### src/sequential_list_engine_unit_assert.svh
// Assertion macros for the sequential list engine.
`ifndef SEQUENTIAL_LIST_ENGINE_UNIT_ASSERT_SVH
`define SEQUENTIAL_LIST_ENGINE_UNIT_ASSERT_SVH

// same-cycle implication, sampled on clk, off during reset
`define SLE_ASSERT_IMP(lbl, ante, cons, msg) \
  lbl: assert property (@(posedge clk) disable iff (!rst_n) (ante) |-> (cons)) \
    else $error(msg);

// next-cycle implication, sampled on clk, off during reset
`define SLE_ASSERT_NXT(lbl, ante, cons, msg) \
  lbl: assert property (@(posedge clk) disable iff (!rst_n) (ante) |=> (cons)) \
    else $error(msg);

`endif

### src/sle_pkg.sv
// Shared types and codes of the sequential list engine.
`default_nettype none
package sle_pkg;

  localparam logic [2:0] MODE_APPEND  = 3'd0;
  localparam logic [2:0] MODE_INSERT  = 3'd1;
  localparam logic [2:0] MODE_DELETE  = 3'd2;
  localparam logic [2:0] MODE_REVERSE = 3'd3;
  localparam logic [2:0] MODE_SORT    = 3'd4;
  localparam logic [2:0] MODE_SHOW    = 3'd5;

  localparam logic [1:0] ST_OK     = 2'd0;
  localparam logic [1:0] ST_FULL   = 2'd1;
  localparam logic [1:0] ST_EMPTY  = 2'd2;
  localparam logic [1:0] ST_BADPOS = 2'd3;

  localparam int RUN_LIMIT = 16;

  typedef logic signed [31:0] sle_word_t;

  // per-cycle move control of one cell
  typedef struct packed {
    logic take_ins;
    logic take_left;
    logic take_right;
    logic take_head;
    logic pair_lo;
    logic pair_hi;
    logic sort_mode;
  } sle_cell_ctl_t;

endpackage
`default_nettype wire

### src/sequential_list_engine_unit.sv
// Top level of the sequential list engine: control sequencer over a row of list cells.
//
//  channel | ports                                           | dir
//  --------+-------------------------------------------------+-----
//  in      | in_valid in_ready in_mode in_position in_value  | in
//  out     | out_valid out_ready out_status out_element      | out
//          | out_element_index out_last                      |
//  cfg     | cfg_valid cfg_ready cfg_data                    | in
//
// An item passes through a decode state; append, insert and delete finish there.
// Reverse and sort run count odd-even transposition phases, one per cycle,
// then the list rotates once around the cells, one entry per cycle, to list it.
// A stalled result holds the rotation; reset empties the list and sets capacity 16.
`default_nettype none
module sequential_list_engine_unit #(
  parameter int MAX_ENTRIES = 16
) (
  input  wire                clk,
  input  wire                rst_n,
  input  wire                in_valid,
  output logic               in_ready,
  input  wire  [2:0]         in_mode,
  input  wire  [3:0]         in_position,
  input  sle_pkg::sle_word_t in_value,
  output logic               out_valid,
  input  wire                out_ready,
  output logic [1:0]         out_status,
  output sle_pkg::sle_word_t out_element,
  output logic [3:0]         out_element_index,
  output logic               out_last,
  input  wire                cfg_valid,
  output logic               cfg_ready,
  input  wire  [4:0]         cfg_data
);
  import sle_pkg::*;

  localparam int CNTW = $clog2(MAX_ENTRIES + 1);
  localparam int CMPW = (CNTW > 5) ? CNTW : 5;

  localparam logic [1:0] S_IDLE = 2'd0;
  localparam logic [1:0] S_DEC  = 2'd1;
  localparam logic [1:0] S_NET  = 2'd2;
  localparam logic [1:0] S_EMIT = 2'd3;

  logic [1:0]      state_r, state_nxt;
  logic [CNTW-1:0] cnt_r, cnt_nxt;
  logic [CNTW-1:0] k_r, k_nxt;
  logic [CNTW-1:0] ph_r, ph_nxt;
  logic [4:0]      cap_r, cap_nxt;
  logic [2:0]      mode_r;
  logic [3:0]      pos_r;
  sle_word_t       val_r;

  logic            ov_r, ov_nxt;
  logic [1:0]      ost_r, ost_nxt;
  sle_word_t       oel_r, oel_nxt;
  logic [3:0]      oidx_r, oidx_nxt;
  logic            olast_r, olast_nxt;

  sle_word_t       cell_q [MAX_ENTRIES];
  sle_cell_ctl_t   ctl [MAX_ENTRIES];

  logic [CMPW-1:0] cntx, posx, capx, effcap, lim, ins_at;
  logic            slot_free, do_ins, do_del, net_step, emit_step;
  logic            st_full, st_badins, st_badpos;
  sle_word_t       del_el;

  assign cntx = CMPW'(cnt_r);
  assign posx = CMPW'(pos_r);
  assign capx = CMPW'(cap_r);
  assign effcap = (capx == '0) ? CMPW'(1) :
                  (capx > CMPW'(MAX_ENTRIES)) ? CMPW'(MAX_ENTRIES) : capx;
  assign lim = (cntx > CMPW'(RUN_LIMIT)) ? CMPW'(RUN_LIMIT) : cntx;
  assign slot_free = !ov_r || out_ready;

  assign st_full   = cntx >= effcap;
  assign st_badins = posx > cntx;
  assign st_badpos = posx >= cntx;
  assign ins_at    = (mode_r == MODE_APPEND) ? cntx : posx;

  assign do_ins = (state_r == S_DEC) && slot_free && !st_full &&
                  ((mode_r == MODE_APPEND) || ((mode_r == MODE_INSERT) && !st_badins));
  assign do_del = (state_r == S_DEC) && slot_free && (mode_r == MODE_DELETE) &&
                  (cnt_r != '0) && !st_badpos;
  assign net_step  = state_r == S_NET;
  assign emit_step = (state_r == S_EMIT) && (cnt_r != '0) &&
                     ((CMPW'(k_r) >= lim) || slot_free);

  always_comb begin
    del_el = '0;
    for (int i = 0; i < MAX_ENTRIES; i++) begin
      if (CMPW'(i) == posx) begin
        del_el = del_el | cell_q[i];
      end
    end
  end

  for (genvar g = 0; g < MAX_ENTRIES; g++) begin : g_cell
    localparam logic [CMPW-1:0] IDX  = CMPW'(g);
    localparam logic [CMPW-1:0] IDX1 = CMPW'(g + 1);
    localparam logic            PAR  = 1'(g % 2);
    sle_word_t left_d, right_d;

    always_comb begin
      ctl[g].take_ins   = do_ins && (IDX == ins_at);
      ctl[g].take_left  = do_ins && (IDX > ins_at) && (IDX <= cntx);
      ctl[g].take_right = (do_del && (IDX >= posx) && (IDX1 < cntx)) ||
                          (emit_step && (IDX1 < cntx));
      ctl[g].take_head  = emit_step && (IDX1 == cntx);
      ctl[g].pair_lo    = net_step && (IDX1 < cntx) && (ph_r[0] == PAR);
      ctl[g].pair_hi    = net_step && (g >= 1) && (IDX < cntx) && (ph_r[0] != PAR);
      ctl[g].sort_mode  = mode_r == MODE_SORT;
    end

    if (g == 0) begin : g_first
      assign left_d = '0;
    end else begin : g_mid
      assign left_d = cell_q[g-1];
    end
    if (g == MAX_ENTRIES - 1) begin : g_last
      assign right_d = '0;
    end else begin : g_inner
      assign right_d = cell_q[g+1];
    end

    sle_cell u_cell (
      .clk        (clk),
      .ctl        (ctl[g]),
      .ins_data   (val_r),
      .left_data  (left_d),
      .right_data (right_d),
      .head_data  (cell_q[0]),
      .data       (cell_q[g])
    );
  end

  always_comb begin
    state_nxt = state_r;
    cnt_nxt   = cnt_r;
    k_nxt     = k_r;
    ph_nxt    = ph_r;
    cap_nxt   = (cfg_valid && cfg_ready) ? cfg_data : cap_r;
    ov_nxt    = ov_r && !out_ready;
    ost_nxt   = ost_r;
    oel_nxt   = oel_r;
    oidx_nxt  = oidx_r;
    olast_nxt = olast_r;
    in_ready  = state_r == S_IDLE;
    unique case (state_r)
      S_IDLE: begin
        if (in_valid) begin
          state_nxt = S_DEC;
        end
      end
      S_DEC: begin
        unique case (mode_r)
          MODE_APPEND, MODE_INSERT, MODE_DELETE: begin
            if (slot_free) begin
              ov_nxt    = 1'b1;
              olast_nxt = 1'b1;
              oel_nxt   = '0;
              oidx_nxt  = '0;
              state_nxt = S_IDLE;
              if (mode_r == MODE_DELETE) begin
                if (cnt_r == '0) begin
                  ost_nxt = ST_EMPTY;
                end else if (st_badpos) begin
                  ost_nxt = ST_BADPOS;
                end else begin
                  ost_nxt  = ST_OK;
                  oel_nxt  = del_el;
                  oidx_nxt = pos_r;
                  cnt_nxt  = cnt_r - 1'b1;
                end
              end else if (st_full) begin
                ost_nxt = ST_FULL;
              end else if ((mode_r == MODE_INSERT) && st_badins) begin
                ost_nxt = ST_BADPOS;
              end else begin
                ost_nxt  = ST_OK;
                oidx_nxt = 4'(ins_at);
                cnt_nxt  = cnt_r + 1'b1;
              end
            end
          end
          MODE_REVERSE, MODE_SORT: begin
            ph_nxt    = '0;
            k_nxt     = '0;
            state_nxt = (cnt_r == '0) ? S_EMIT : S_NET;
          end
          MODE_SHOW: begin
            k_nxt     = '0;
            state_nxt = S_EMIT;
          end
          default: begin
            state_nxt = S_IDLE;
          end
        endcase
      end
      S_NET: begin
        ph_nxt = ph_r + 1'b1;
        if (ph_r == cnt_r - 1'b1) begin
          ph_nxt    = '0;
          state_nxt = S_EMIT;
        end
      end
      S_EMIT: begin
        if (cnt_r == '0) begin
          if (slot_free) begin
            ov_nxt    = 1'b1;
            ost_nxt   = ST_EMPTY;
            oel_nxt   = '0;
            oidx_nxt  = '0;
            olast_nxt = 1'b1;
            state_nxt = S_IDLE;
          end
        end else if (emit_step) begin
          if (CMPW'(k_r) < lim) begin
            ov_nxt    = 1'b1;
            ost_nxt   = ST_OK;
            oel_nxt   = cell_q[0];
            oidx_nxt  = 4'(k_r);
            olast_nxt = (CMPW'(k_r) + CMPW'(1)) == lim;
          end
          k_nxt = k_r + 1'b1;
          if (k_r == cnt_r - 1'b1) begin
            k_nxt     = '0;
            state_nxt = S_IDLE;
          end
        end
      end
      default: begin
        state_nxt = S_IDLE;
      end
    endcase
  end

  always_ff @(posedge clk) begin
    if (!rst_n) begin
      state_r <= S_IDLE;
      cnt_r   <= '0;
      k_r     <= '0;
      ph_r    <= '0;
      cap_r   <= 5'd16;
      ov_r    <= 1'b0;
    end else begin
      state_r <= state_nxt;
      cnt_r   <= cnt_nxt;
      k_r     <= k_nxt;
      ph_r    <= ph_nxt;
      cap_r   <= cap_nxt;
      ov_r    <= ov_nxt;
    end
  end

  always_ff @(posedge clk) begin
    if (in_valid && in_ready) begin
      mode_r <= in_mode;
      pos_r  <= in_position;
      val_r  <= in_value;
    end
    ost_r   <= ost_nxt;
    oel_r   <= oel_nxt;
    oidx_r  <= oidx_nxt;
    olast_r <= olast_nxt;
  end

  assign cfg_ready         = 1'b1;
  assign out_valid         = ov_r;
  assign out_status        = ost_r;
  assign out_element       = oel_r;
  assign out_element_index = oidx_r;
  assign out_last          = olast_r;

`include "sequential_list_engine_unit_assert.svh"

  `SLE_ASSERT_IMP(a_cnt_max, 1'b1, cnt_r <= MAX_ENTRIES, "entry count above store depth")
  `SLE_ASSERT_NXT(a_acc_dec, in_valid && in_ready, state_r == S_DEC, "item not decoded")
  `SLE_ASSERT_NXT(a_cnt_src, state_r != S_DEC, $stable(cnt_r), "count moved outside decode")
  `SLE_ASSERT_IMP(a_emit_k, state_r == S_EMIT && cnt_r != '0, k_r < cnt_r, "rotation overrun")

endmodule
`default_nettype wire

### src/sle_cell.sv
// One list cell: holds an entry and moves or compare-swaps with its neighbors.
`default_nettype none
module sle_cell (
  input  wire                    clk,
  input  sle_pkg::sle_cell_ctl_t ctl,
  input  sle_pkg::sle_word_t     ins_data,
  input  sle_pkg::sle_word_t     left_data,
  input  sle_pkg::sle_word_t     right_data,
  input  sle_pkg::sle_word_t     head_data,
  output sle_pkg::sle_word_t     data
);
  import sle_pkg::*;

  sle_word_t data_r;
  sle_word_t data_nxt;

  always_comb begin
    data_nxt = data_r;
    priority if (ctl.take_ins) begin
      data_nxt = ins_data;
    end else if (ctl.take_left) begin
      data_nxt = left_data;
    end else if (ctl.take_right) begin
      data_nxt = right_data;
    end else if (ctl.take_head) begin
      data_nxt = head_data;
    end else if (ctl.pair_lo && (!ctl.sort_mode || (right_data < data_r))) begin
      data_nxt = right_data;
    end else if (ctl.pair_hi && (!ctl.sort_mode || (data_r < left_data))) begin
      data_nxt = left_data;
    end else begin
      data_nxt = data_r;
    end
  end

  always_ff @(posedge clk) begin
    data_r <= data_nxt;
  end

  assign data = data_r;

endmodule
`default_nettype wire

### config.mk
export PLATFORM = sky130hd
export DESIGN_NAME = sequential_list_engine_unit
export DESIGN_NICKNAME = d
export VERILOG_FILES = /design/src/sle_pkg.sv /design/src/sequential_list_engine_unit.sv /design/src/sle_cell.sv
export VERILOG_INCLUDE_DIRS = /design/src /design/src/src
export SDC_FILE = /design/constraint.sdc
export NUM_CORES = 2
export LEC_CHECK = 0
export BUFFER_PORTS_ARGS = -buffer_cell sky130_fd_sc_hd__buf_4
export CAP_MARGIN = 20
export CORE_MARGIN = 5
export CORE_UTILIZATION = 40
export CTS_CLUSTER_SIZE = 14
export DETAILED_ROUTE_END_ITERATION = 6
export PLACE_DENSITY = 0.52
export SYNTH_ARGS = -nofsm -noshare
export SYNTH_HDL_FRONTEND = slang
export SYNTH_SLANG_ARGS = --single-unit
### constraint.sdc
create_clock -name clk -period 5.15 [get_ports clk]
set_clock_uncertainty 0.05 [all_clocks]
set_input_delay 1.03 -clock clk [delete_from_list [all_inputs] [get_ports clk]]
set_output_delay 1.03 -clock clk [all_outputs]
set_load 0.01 [all_outputs]
==> flow_metrics.tcl <==
set metrics [dict create \
    wl_um 277000 \
    post-cts-setup-buffers 0 \
    io_pins 91 \
    synthFlopType "edfxtp_1" \
    place_congestion 1.079 \
    finalNonFillerCells 7636 \
    total_power_mw 13.47 \
    pre_cts_slack_ns 0.7714 \
    hold_class "input pin to flip-flop" \
    cts_buffer_depth 3 \
    path_cells "or3_1 -> mux2i_2 -> nand2_1 -> or3_2 -> nand2_2 -> or4b_1 -> buf_4" \
    path_class "flip-flop to flip-flop" \
    antenna_found_initial 11 \
    synth_edf_count 590 \
    power.density_nw_per_um2 229.6 \
    maxSlewViolCount 0 \
    period_share_pct 88.40 \
    grt_pass1_vias 49340 \
    initial_core_util_pct 40.10 \
    hold_buffers 0 \
    peakVddDrop_v 0.0002407 \
    synth_nets 6302 \
    drt_pass1_iterations 7 \
    synth_common_cells "edfxtp_1 (590), inv_1 (522), ha_1 (486), a21oi_1 (453), nor2_1 (395)" \
    grt_start_max_net_pins 66 \
    fin_ws_ns 0.5972 \
    hold_violations 0 \
    max_slew_margin_pct 25.67 \
    drc 8 \
    yosysTopAreaCell "edfxtp_1" \
    placed_area_um2 55780 \
    status "complete, but fails checks" \
    yosys_warnings 0 \
    worst_path_max_delay_cell "mux2i_2" \
    max_freq_ghz 0.2196 \
    synth_area_leaders "edfxtp_1 (34%), ha_1 (12%), a22oi_1 (5.2%)" \
    vias 53920 \
    ant_nets 0 \
    synth_cells 5767 \
    wl_per_cell_um 36.27 \
    fin_nets 6355 \
    insertion_delay_ns 0.71 \
    synth_cell_types 108 \
    slowest_delay_ns 0.73 \
    die_h_um 369.8 \
    synth.cell_area_um2 51780 \
    rsz0062_at_grt "no" \
    period_minus_slack_ns 4.553 \
    end_kind "flip-flop" \
    cp.arrival_ns 4.87 \
    drive_gt1_share_pct 12.67 \
    dp_cells 7477 \
    die_w_um 369.8 \
    core_um2 129200 \
    grt_remaining_overflow 0 \
    finalSetupViolCount 0 \
    synth.most_common_cell "edfxtp_1" \
    dpl.hpwl_um 213800 \
    async_reset_ff_share_pct 0 \
    portBuffers 89 \
    htree_levels 3 \
    rows 132 \
    ys_ff_latch 613 \
    violations "design-rule violations" \
    utilization_pct 45.41 \
    track_usage_pct 38.87 \
    dieArea_um2 136800 \
    p_leak_nw 23.42 \
    tightestPinTransition_ns 1.112 \
    synth_top_cell_area_share_pct 34.21 \
    required_ns 5.46 \
    vias_per_cell 7.061 \
    clockRootBuffer "clkbuf_16" \
    cts_buffers 81 \
    cp-start-kind "flip-flop" \
    cts_tree "done" \
    clk_pin_slew_ns 0.06 \
    avgSynthCellArea_um2 8.979 \
    area.growth.synth_to_final_pct 13.25 \
    whs_ns 0.4437 \
    ys_seq_area_share_pct 35.10 \
    path_buf_inv 1 \
    fin_tns_setup_ns 0 \
    maxCapViolCount 0 \
    cts_resized 0 \
    design_area_um2 58650 \
    cp_top_family "simple AND/OR/NAND/NOR gates" \
    grt_pass1_wl_um 385400 \
    crit_path_max_fanout 24 \
    drt_iter0_markers 9760 \
    cts.sinks 613 \
]
worst paths after layout:
kind | from | to | slack (ns) | cells past startpoint
min | in_value[25] | val_r[25] | 0.44 | 1
max | mode_r[0] | g_cell[10].u_cell.data[23] | 0.60 | 7
max reg2reg | mode_r[0] | g_cell[10].u_cell.data[23] | 0.60 | 7
min reg2reg | ph_r[4] | ph_r[4] | 0.47 | 2
power by group:
part | total, mW | internal (mW) | switching (mW)
clock | 6.27 | 3.70 | 2.57
combinational | 1.55 | 0.416 | 1.13
sequential | 5.65 | 5.53 | 0.120
total | 13.5 | 9.65 | 3.82
area by class of cell:
class | instances | area [µm²]
antenna | 7 | 17.52
clock buffer | 99 | 2196
clock inverter | 51 | 638.1
fill | 12630 | 70510
inverter | 525 | 1971
multi-input combinational | 4139 | 29890
sequential | 613 | 18180
tap | 1742 | 2180
timing repair buffer | 460 | 3581
cell usage in the layout (no fill, tap or decap), types with 23 or more instances in the layout:
| cell | Yosys | layout |
|---|---|---|
| mux2i_1 | 98 | 97 |
| mux2_1 | 23 | 23 |
| inv_1 | 522 | 522 |
| o21ai_0 | 287 | 287 |
| a221oi_1 | 196 | 196 |
| a211oi_1 | 92 | 91 |
| o21ai_1 | 43 | 41 |
| nand2_1 | 285 | 282 |
| ha_1 | 486 | 486 |
| a22oi_1 | 361 | 361 |
| o2111ai_1 | 45 | 43 |
| a221o_1 | 106 | 105 |
| nand3_1 | 133 | 129 |
| o21a_1 | 25 | 24 |
| nand2b_1 | 25 | 25 |
| nor2_1 | 395 | 378 |
| and3_1 | 57 | 57 |
| buf_4 | 12 | 449 |
| o211ai_1 | 60 | 60 |
| nand4_1 | 131 | 131 |
| o22ai_1 | 113 | 113 |
| nor3_1 | 74 | 57 |
| o22a_1 | 23 | 23 |
| dfxtp_1 | 23 | 23 |
| a31oi_1 | 25 | 24 |
| o221ai_1 | 86 | 86 |
| a222oi_1 | 26 | 26 |
| a21oi_1 | 453 | 451 |
| clkbuf_16 | 0 | 82 |
| a22o_1 | 38 | 38 |
| or3_1 | 36 | 35 |
| edfxtp_1 | 590 | 590 |
| a21o_1 | 89 | 89 |
| nor2b_1 | 26 | 26 |
state kept, by name, summed over array words and instances, names as in the netlist:
| name | cells |
|---|---|
| cap_r | 5 |
| cnt_r | 5 |
| g_cell.u_cell.data | 512 |
| k_r | 5 |
| mode_r | 3 |
| out_element | 32 |
| out_element_index | 4 |
| out_last | 1 |
| out_status | 2 |
| out_valid | 1 |
| ph_r | 5 |
| pos_r | 4 |
| state_r | 2 |
| val_r | 32 |
logic make-up (layout without fill, tap and decap cells):
| family | after synthesis | count (layout) | synth area share (%) |
|---|---|---|---|
| DFF | 613 | 613 | 35.10 |
| other | 1 | 8 | 0.007242 |
| adders and majority gates | 486 | 486 | 11.74 |
| xor gates and xnor gates | 22 | 22 | 0.3721 |
| AOI/OAI and AO/OA | 2207 | 2207 | 30.03 |
| muxes | 131 | 131 | 2.643 |
| and+or+nand+nor | 1292 | 1292 | 12.27 |
| buffers and inverters | 1015 | 1135 | 7.838 |
routing by layer:
layer | share of wire [%] | vias up | track usage [%]
li1 | - | 22600 | -
met1 | 41 | 26290 | 55.49
met2 | 39 | 4392 | 53.83
met4 | 4.6 | 12 | 14.71
met5 | 0.11 | - | 1.140
met3 | 15 | 625 | 13.16
(Power assumes the default switching activity.)
